## config.mk

```make
export PLATFORM = sky130hd
export DESIGN_NAME = gsp_ctrl
export DESIGN_NICKNAME = d
export VERILOG_FILES = /design/src/sv/gsp_pkg.sv /design/src/sv/gsp_ctrl.sv
export SDC_FILE = /design/constraint.sdc
export NUM_CORES = 1
export LEC_CHECK = 0
export ABC_AREA = 1
export BUFFER_PORTS_ARGS = -buffer_cell sky130_fd_sc_hd__buf_2
export CORE_AREA = 2 2 39 41
export DETAILED_ROUTE_END_ITERATION = 8
export DIE_AREA = 0 0 41 43
export GPL_TIMING_DRIVEN = 1
export SETUP_SLACK_MARGIN = 0.5
export SLEW_MARGIN = 10
export SYNTH_ARGS = -nofsm -noshare
export SYNTH_HDL_FRONTEND = slang
export SYNTH_SLANG_ARGS = --single-unit
```

## constraint.sdc

```tcl
create_clock -name clk -period 1.1 [get_ports clk]
set_input_delay 0.11 -clock clk [delete_from_list [all_inputs] [get_ports clk]]
set_output_delay 0.11 -clock clk [all_outputs]
set_load 0.1 [all_outputs]
```

## src/sv/gsp_pkg.sv

```systemverilog
`timescale 1ns / 1ps
// Shared constants, register codes, state and command types for the 1D Poisson
// Gauss-Seidel solver. No dependencies.
package gsp_pkg;

	localparam int MAX_POINTS = 1024;
	localparam int ADDR_W     = $clog2(MAX_POINTS);
	localparam int CNT_W      = ADDR_W + 1;

	localparam int PC_W    = 11;
	localparam int ITER_W  = 32;
	localparam int STEP_W  = 48;
	localparam int TOL_W   = 32;
	localparam int SRC_W   = 32;
	localparam int U_W     = 40;
	localparam int RES_W   = 64;
	localparam int CFG_W   = 48;
	localparam int CFG_I_W = 2;
	localparam int SC_W    = 42;
	localparam int E_W     = 44;
	localparam int MUL_W   = 32;

	localparam logic [PC_W-1:0]   POINT_COUNT_RST = PC_W'(1024);
	localparam logic [ITER_W-1:0] MAX_ITER_RST    = '0;
	localparam logic [STEP_W-1:0] STEP_SQ_RST     = STEP_W'(267911935);
	localparam logic [TOL_W-1:0]  TOL_RST         = TOL_W'(429497);

	localparam logic signed [E_W-1:0] U_MAX = E_W'(64'sd549755813887);
	localparam logic signed [E_W-1:0] U_MIN = E_W'(-64'sd549755813888);

	typedef enum logic [CFG_I_W-1:0] {
		REG_POINT_COUNT = 2'd0,
		REG_MAX_ITER    = 2'd1,
		REG_STEP_SQ     = 2'd2,
		REG_TOL         = 2'd3
	} gsp_reg_t;

	typedef enum logic [4:0] {
		ST_IDLE, ST_CLEAR, ST_PREP, ST_PREP_LATCH, ST_READ, ST_MUL_HI, ST_MUL_LO,
		ST_SCALE, ST_UPDATE, ST_SQ_HH, ST_SQ_HL, ST_SQ_LL, ST_ACCUM, ST_LIM_T,
		ST_LIM_00, ST_LIM_01, ST_LIM_10, ST_LIM_11, ST_TEST, ST_FINISH
	} gsp_state_t;

	typedef enum logic [4:0] {
		OP_NONE, OP_LOAD, OP_CLEAR, OP_PREP, OP_PREP_LATCH, OP_READ, OP_MUL_HI,
		OP_MUL_LO, OP_SCALE, OP_UPDATE, OP_SQ_HH, OP_SQ_HL, OP_SQ_LL, OP_ACCUM,
		OP_LIM_T, OP_LIM_00, OP_LIM_01, OP_LIM_10, OP_LIM_11, OP_FINISH
	} gsp_op_t;

	typedef struct packed {
		gsp_op_t op;
	} gsp_cmd_t;

	typedef struct packed {
		logic solve_now;
		logic last;
		logic first_pass;
		logic stop;
	} gsp_status_t;

endpackage

```

## src/sv/gsp_ctrl.sv

```systemverilog
`timescale 1ns / 1ps
// Controller state machine of the solver: sequences load, clear, sweep passes,
// limit computation and the stop test. Depends on gsp_pkg.
module gsp_ctrl import gsp_pkg::*; (
	input  logic        clk,
	input  logic        arst_n,
	input  logic        start,
	input  gsp_status_t status,
	output gsp_cmd_t    cmd,
	output logic        busy
);
	gsp_state_t state_q, state_d;

	always_ff @(posedge clk or negedge arst_n) begin
		if (!arst_n) begin
			state_q <= ST_IDLE;
		end else begin
			state_q <= state_d;
		end
	end

	always_comb begin
		state_d = state_q;
		case (state_q)
			ST_IDLE:       if (start && status.solve_now) state_d = ST_CLEAR;
			ST_CLEAR:      if (status.last) state_d = ST_PREP;
			ST_PREP:       state_d = ST_PREP_LATCH;
			ST_PREP_LATCH: state_d = ST_READ;
			ST_READ:       state_d = ST_MUL_HI;
			ST_MUL_HI:     state_d = ST_MUL_LO;
			ST_MUL_LO:     state_d = ST_SCALE;
			ST_SCALE:      state_d = ST_UPDATE;
			ST_UPDATE:     state_d = ST_SQ_HH;
			ST_SQ_HH:      state_d = ST_SQ_HL;
			ST_SQ_HL:      state_d = ST_SQ_LL;
			ST_SQ_LL:      state_d = ST_ACCUM;
			ST_ACCUM: begin
				if (!status.last) state_d = ST_READ;
				else if (status.first_pass) state_d = ST_LIM_T;
				else state_d = ST_TEST;
			end
			ST_LIM_T:      state_d = ST_LIM_00;
			ST_LIM_00:     state_d = ST_LIM_01;
			ST_LIM_01:     state_d = ST_LIM_10;
			ST_LIM_10:     state_d = ST_LIM_11;
			ST_LIM_11:     state_d = ST_TEST;
			ST_TEST:       state_d = status.stop ? ST_FINISH : ST_PREP;
			ST_FINISH:     state_d = ST_IDLE;
			default:       state_d = ST_IDLE;
		endcase
	end

	always_comb begin
		cmd.op = OP_NONE;
		busy   = 1'b1;
		case (state_q)
			ST_IDLE: begin
				busy = 1'b0;
				if (start) cmd.op = OP_LOAD;
			end
			ST_CLEAR:      cmd.op = OP_CLEAR;
			ST_PREP:       cmd.op = OP_PREP;
			ST_PREP_LATCH: cmd.op = OP_PREP_LATCH;
			ST_READ:       cmd.op = OP_READ;
			ST_MUL_HI:     cmd.op = OP_MUL_HI;
			ST_MUL_LO:     cmd.op = OP_MUL_LO;
			ST_SCALE:      cmd.op = OP_SCALE;
			ST_UPDATE:     cmd.op = OP_UPDATE;
			ST_SQ_HH:      cmd.op = OP_SQ_HH;
			ST_SQ_HL:      cmd.op = OP_SQ_HL;
			ST_SQ_LL:      cmd.op = OP_SQ_LL;
			ST_ACCUM:      cmd.op = OP_ACCUM;
			ST_LIM_T:      cmd.op = OP_LIM_T;
			ST_LIM_00:     cmd.op = OP_LIM_00;
			ST_LIM_01:     cmd.op = OP_LIM_01;
			ST_LIM_10:     cmd.op = OP_LIM_10;
			ST_LIM_11:     cmd.op = OP_LIM_11;
			ST_TEST:       cmd.op = OP_NONE;
			ST_FINISH:     cmd.op = OP_FINISH;
			default:       cmd.op = OP_NONE;
		endcase
	end
endmodule

```

# Word-level counts from Yosys, hierarchy flattened
# Cells that the tools add are included.
# totals
ff_bits	5
input_bits	7
out_inout_bits	6
wordCells	34
# op_classes
eq_ne	21
mux	9
reduce_logical	3
# ops
operator	count
$pmux 5 s19	2
$eq 5x4->1 const B	8
$mux 5	5
$eq 5x3->1 const B	4
$eq 5x5->1 const B	4
$eq 5x2->1 const B	2
$eq 5x1->1 const B	1
$logic_not 5->1	1
$ne 2x2->1 const B	2
$mux 1	2
$reduce_and 2->1	1
$logic_and 1x1->1	1

# Longest topological paths before layout
# Gate-level depths: netlist of run 1.
# logic_depth
word_depth	3
depth_mapped	8
mapped_depth_nobuf	8

# Worst setup path after synthesis of run 1
# Ideal clock, no wire load.
# synth_path
path_kind	reg-to-output
from	register state_q[2]
to	output cmd[0] (netlist name)
arrival_ps	1646
required_time_ps	990
setup_slack_ps	-656
path_stages_with_launch	6
n_path_buf	0
cell_sequence	dfrtp_1 > nand2_1 > inv_1 > nand3_1 > nor3b_1 > nand3_1
# synth_lines
element	line	rtl
start, declared	gsp_ctrl.sv:12	gsp_state_t state_q, state_d;
start signal, assigned	gsp_ctrl.sv:18	state_q <= state_d;
end, declared	gsp_ctrl.sv:9	output gsp_cmd_t cmd,

==> impl_metrics.env, run 1 <==
export IMPL_final_core_util_pct=75.23
export IMPL_ys_seq_area_share_pct=25.58
export IMPL_yosysWarnings=0
export IMPL_wl_per_cell_um=12.97
export IMPL_violations="negative setup slack"
export IMPL_start_util_pct=35.35
export IMPL_synthArstFlopShare_pct=100.0
export IMPL_drc=0
export IMPL_grt_pass1_vias=681
export IMPL_dr_total_vias=692
export IMPL_min_path_type="input pin to register"
export IMPL_fmax_mhz=597.6
export IMPL_synth_seq_cells=5
export IMPL_viasPerCell=4.943
export IMPL_largest_register_ffs=5
export IMPL_synth_area_leader_cell="dfrtp_1"
export IMPL_globalplace_congestion=0.7632
export IMPL_status="complete, but fails checks"
export IMPL_hold_viol_final=0
export IMPL_maxSlewViolCount=0
export IMPL_wl_met2_um=980
export IMPL_num_rows=14
export IMPL_cts_tree="built"
export IMPL_setup_ws_ps=-573.4
export IMPL_dr_pass1_iters=4
export IMPL_crit_path_max_fanout=6
export IMPL_m1WireLength_um=710
export IMPL_core_area_um2=1384
export IMPL_setup_viol=11
export IMPL_end_kind="output port"
export IMPL_grt_ovfl_total=0
export IMPL_die_y_um=43
export IMPL_synth_edf_count=0
export IMPL_cts_sinks=5
export IMPL_antenna_found_initial=0
export IMPL_worstMarginPinSlew_ps=287.0
export IMPL_dieArea_um2=1763
export IMPL_path_clk_slew_ps=40
export IMPL_whs_ps=79.62
export IMPL_finalCriticalPeriod_ps=1673
export IMPL_drtIter0Drc=15
export IMPL_routed_wl_um=1816
export IMPL_die_w_um=41
export IMPL_clock_skew_ps=3.656
export IMPL_ant_nets=0
export IMPL_place_ws_ps=-320.2
export IMPL_fin_crit_sh_pct=152.1
export IMPL_io_buffers=12
export IMPL_synth_area_top_cells="dfrtp_1 26%, nand2_1 19%, inv_1 13%"
export IMPL_synth_cells=83
export IMPL_crit_arrival_ps=1560
export IMPL_area_growth_pct=112.8
export IMPL_track_usage_pct=25.40
export IMPL_clockBufferDepth=2
export IMPL_clk_latency_ps=250
export IMPL_cts_made_buffers=3
export IMPL_maxCapViolations=0
export IMPL_grt_max_degree=8
export IMPL_top_layer="met4"
export IMPL_ys_types=17
export IMPL_diodes=0
export IMPL_required_ps=990
export IMPL_top_regs="state_q: 5 flops"
export IMPL_avgSynthCellArea_um2=5.894
export IMPL_regMostFlops="state_q"
export IMPL_cts_root_buf="clkbuf_4"
export IMPL_critPathKind="register to output port"
export IMPL_synth_top_cells_by_count="25 x nand2_1, 17 x inv_1, 9 x nand3_1"
export IMPL_synth_top_cell_area_share_pct=25.58
export IMPL_start_kind="register"
export IMPL_rsz0062_at_grt="yes"
export IMPL_drive_above_1_share_pct=62.10
export IMPL_dominantRegCellSynth="dfrtp_1"
export IMPL_synthesis_area_um2=489.2
export IMPL_dp_hpwl_um=1263
export IMPL_h_tree_depth=1
export IMPL_fin_nets=132
export IMPL_relSlewSlack_pct=80.82
export IMPL_wl_met3_um=60
export IMPL_grt_first_pass_wirelength_um=2891
export IMPL_synth_nets=90
export IMPL_yosysMostFrequentCell="nand2_1"
export IMPL_boundaryPins=13
[worst max-delay path, cell delays in order, from the launching register on]
cell     delay (ps)
dfrtp_2         480
inv_2            90
nand2_2          70
a21oi_4         290
a21oi_4         120
nand2_4          80
buf_12          160
[kinds of logic after synthesis]
family | synth area share (%)
AND/OR/NAND/NOR | 47.06
flip-flops | 25.58
buffers and inverters | 13.04
AO/OA/AOI/OAI | 14.32
[metal layers]
layer / GRT usage (%) / up-vias
li1: - / 345
met1: 28.38 / 314
met2: 39.69 / 26
met3: 5.759 / 7
met4: 18.00 / 0
met5: 0 / -
[stage by stage]
step,cell area (um^2),TNS [ps],cells
global route,1041,-5528,140
detailed placement,865.8,-2597,125
CTS,1006,-4476,137
floorplan,605.6,-1112,83
global placement,865.8,-2435,125
finish,1041,-4856,140
[final cells by class]
class	count	area (um^2)
Multi-Input combinational cell	61	461.7
Fill cell	98	342.8
Timing Repair Buffer	37	331.6
Sequential cell	5	131.4
Inverter	17	70.07
Clock buffer	4	26.28
Tap cell	16	20.02
[layout by cell type (no fill, tap or decap), drive strengths merged]
cell	synthesis	routed
buf	0	36
nand2	26	26
inv	17	16
nor2	12	12
nand3	9	9
dfrtp	5	5
clkbuf	0	4
a21oi	3	3
o21ai	3	3
o211ai	2	2
nand4	2	2
nor3b	1	1
o21a	1	1
clkinvlp	0	1
a21boi	1	1
a31oi	1	1
dlygate4sd3	0	1
[path summary, 6_finish.rpt]
path                                  from    endpoint  slack, ps  cells after the start
worst min-delay path             status[0]  state_q[4]         80                      3
worst max register to register  state_q[0]  state_q[0]       -450                     11
worst max-delay path            state_q[0]      cmd[2]       -570                      6
max in group asynchronous           arst_n  state_q[0]        770                      2
min in group asynchronous           arst_n  state_q[2]        190                      2
worst min register to register  state_q[3]  state_q[0]        820                      4
[timing repair]
item / 4_1_cts / 5_1_grt
gates resized for setup: 18 / 4
endpoints found under the setup margin: 11 / 11
hold endpoints to repair: 5 / 0
pin swaps: 11 / 1
setup buffers: 7 / 3
hold buffers: 1 / 0
Power of run 1 is not shown: default switching activity piles up to over one toggle a cycle in this logic, so the estimate is an artifact.
==> run 2: changes to the inputs <==
- ABC_AREA: 1 -> not set
- CTS_BUF_LIST: not set -> sky130_fd_sc_hd__clkbuf_4
==> impl_metrics.env, run 2 <==
export IMPL_maxCapViolations=0
export IMPL_boundaryPins=13
export IMPL_fmax_mhz=596.5
export IMPL_start_kind="register"
export IMPL_drtIter0Drc=4
export IMPL_dr_total_vias=536
export IMPL_synth_cells=59
export IMPL_final_cell_mix="10 x buf_4, 7 x buf_6, 6 x buf_2, 6 x buf_12, 5 x nor2_1"
export IMPL_crit_arrival_ps=1570
export IMPL_critPathKind="register to output port"
export IMPL_io_buffers=12
export IMPL_placed_cells=95
export IMPL_maxSlewViolCount=0
export IMPL_clockBufferDepth=2
export IMPL_grt_pass1_vias=561
export IMPL_yosysWarnings=0
export IMPL_yosysMostFrequentCell="nor2_1"
export IMPL_avgSynthCellArea_um2=7.401
export IMPL_synth_top_cells_by_count="8 x nor2_1, 6 x o21ai_0, 5 x dfrtp_1, 5 x nand2_1"
export IMPL_die_y_um=43
export IMPL_grt_ovfl_total=0
export IMPL_routed_wl_um=1460
export IMPL_top_regs="state_q: 5 flops"
export IMPL_required_ps=990
export IMPL_fin_nets=96
export IMPL_final_core_util_pct=71.16
export IMPL_finalCriticalPeriod_ps=1676
export IMPL_die_w_um=41
export IMPL_stdcell_count=104
export IMPL_relSlewSlack_pct=80.20
export IMPL_cts_root_buf="clkbuf_4"
export IMPL_synth_seq_cells=5
export IMPL_wl_met2_um=797
export IMPL_final_area_um2=984.7
export IMPL_m1WireLength_um=575
export IMPL_antenna_found_initial=0
export IMPL_top_layer="met4"
export IMPL_hold_viol_final=0
export IMPL_dr_pass1_iters=4
export IMPL_grt_max_degree=15
export IMPL_ys_seq_area_share_pct=28.65
export IMPL_ant_nets=0
export IMPL_globalplace_congestion=0.7778
export IMPL_synthArstFlopShare_pct=100.0
export IMPL_num_rows=14
export IMPL_synth_nets=66
export IMPL_slowest_delay_ps=540
export IMPL_synth_edf_count=0
export IMPL_cts_made_buffers=3
export IMPL_wl_per_cell_um=14.04
export IMPL_drc=0
export IMPL_cts_sinks=5
export IMPL_ys_types=27
export IMPL_synth_top_cell_area_share_pct=28.65
export IMPL_track_usage_pct=20.47
export IMPL_fin_crit_sh_pct=152.4
export IMPL_clock_skew_ps=1.824
export IMPL_final_common_cell="buf_4"
export IMPL_worstRegToRegCells=5
export IMPL_r2r_end="state_q[0]"
export IMPL_h_tree_depth=1
export IMPL_regMostFlops="state_q"
export IMPL_crit_path_max_fanout=2
export IMPL_violations="negative setup slack"
export IMPL_rsz0062_at_grt="yes"
export IMPL_core_area_um2=1384
export IMPL_whs_ps=203.7
export IMPL_wl_met3_um=49
export IMPL_setup_viol=11
export IMPL_slowest_stage="or4_4"
export IMPL_dp_hpwl_um=884.2
export IMPL_synth_area_leader_cell="dfrtp_1"
export IMPL_drive_above_1_share_pct=70.45
export IMPL_rrSetupSlack_ps=-510
export IMPL_crit_chain="or4_4 > or2_4 > buf_12"
export IMPL_min_path_type="input pin to async pin"
export IMPL_viasPerCell=5.154
export IMPL_grt_first_pass_wirelength_um=2373
export IMPL_postPlaceCellArea_um2=735.7
export IMPL_clk_latency_ps=240
export IMPL_setup_ws_ps=-576.4
export IMPL_path_clk_slew_ps=40
export IMPL_largest_register_ffs=5
export IMPL_worstMarginPinSlew_ps=296.5
export IMPL_dominantRegCellSynth="dfrtp_1"
export IMPL_end_kind="output port"
export IMPL_timing_rr_start="state_q[2]"
export IMPL_synth_area_top_cells="dfrtp_1 29%, o21ai_0 6.9%, nor2_1 6.9%"
export IMPL_start_util_pct=31.56
export IMPL_area_growth_pct=125.5
export IMPL_status="complete, but fails checks"
export IMPL_synthesis_area_um2=436.7
export IMPL_diodes=0
export IMPL_cts_tree="built"
export IMPL_dieArea_um2=1763
[run 2: changes by cell type after synthesis, sizes merged, moves of 3 or more]
cell / previous run / this run
nand2: 26 / 5
o21ai: 3 / 6
nor2: 12 / 8
buf: 0 / 3
inv: 17 / 2
clkbuf: 0 / 3
nand3: 9 / 2
nor3: 0 / 3
[run 2: how the worst max path moves through the flow]
| stage | start | endpoint | slack [ps] | depth (start not counted) |
|---|---|---|---|---|
| CTS | state_q[2] | busy | -570 | 3 |
| global route | state_q[2] | busy | -620 | 3 |
| finish | state_q[2] | busy | -580 | 3 |
| detailed placement | state_q[4] | busy | -440 | 3 |
| global placement | state_q[4] | busy | -420 | 3 |
| floorplan | state_q[2] | state_q[0] | -400 | 5 |
[run 2: layout make-up]
cell class                 instances  area (um^2)
multi-input combinational         46        471.7
fill                              94        399.1
timing repair buffer              31        329.1
sequential                         5        126.4
clock buffer                       4        30.03
tap                               16        20.02
inverter                           2        7.507
[run 2: metrics by stage]
| step | setup WS [ps] | setup TNS (ps) |
|---|---|---|
| 2_1_floorplan | -403.7 | -2604 |
| 3_3_place_gp | -424.9 | -3136 |
| 3_5_place_dp | -437.5 | -3174 |
| 4_1_cts | -574.1 | -4306 |
| 5_1_grt | -624.4 | -5085 |
| 6_report | -576.4 | -4388 |
[run 2: per-layer routing]
metal  global-route usage [%]  vias to the layer above
li1                         -                      267
met1                    23.84                      247
met3                    4.712                        6
met4                    11.33                        0
met5                        0                        -
met2                    32.50                       16
[run 2: kinds of logic after synthesis]
family / after synthesis / synth area share (%)
xor+xnor: 3 / 6.018
flops: 5 / 28.65
compound gates: 17 / 26.64
simple gates: 26 / 29.80
buf+inv: 8 / 8.881
[run 2: critical path: cells and delay by family, from the launching register on]
| family | cells | cell delay, ps |
|---|---|---|
| and+or+nand+nor | 2 | 800 |
| DFF | 1 | 370 |
| buffers and inverters | 1 | 170 |
[run 2: repair_timing]
| item | in CTS | in global routing |
|---|---|---|
| setup endpoints to repair | 11 | 11 |
| hold buffers | 1 | 0 |
| buffers inserted | 4 | 0 |
| pin swaps | 3 | 2 |
| resized for setup | 32 | 6 |
| hold endpoints to repair | 5 | 0 |
Power of run 2 is left out for the same reason.
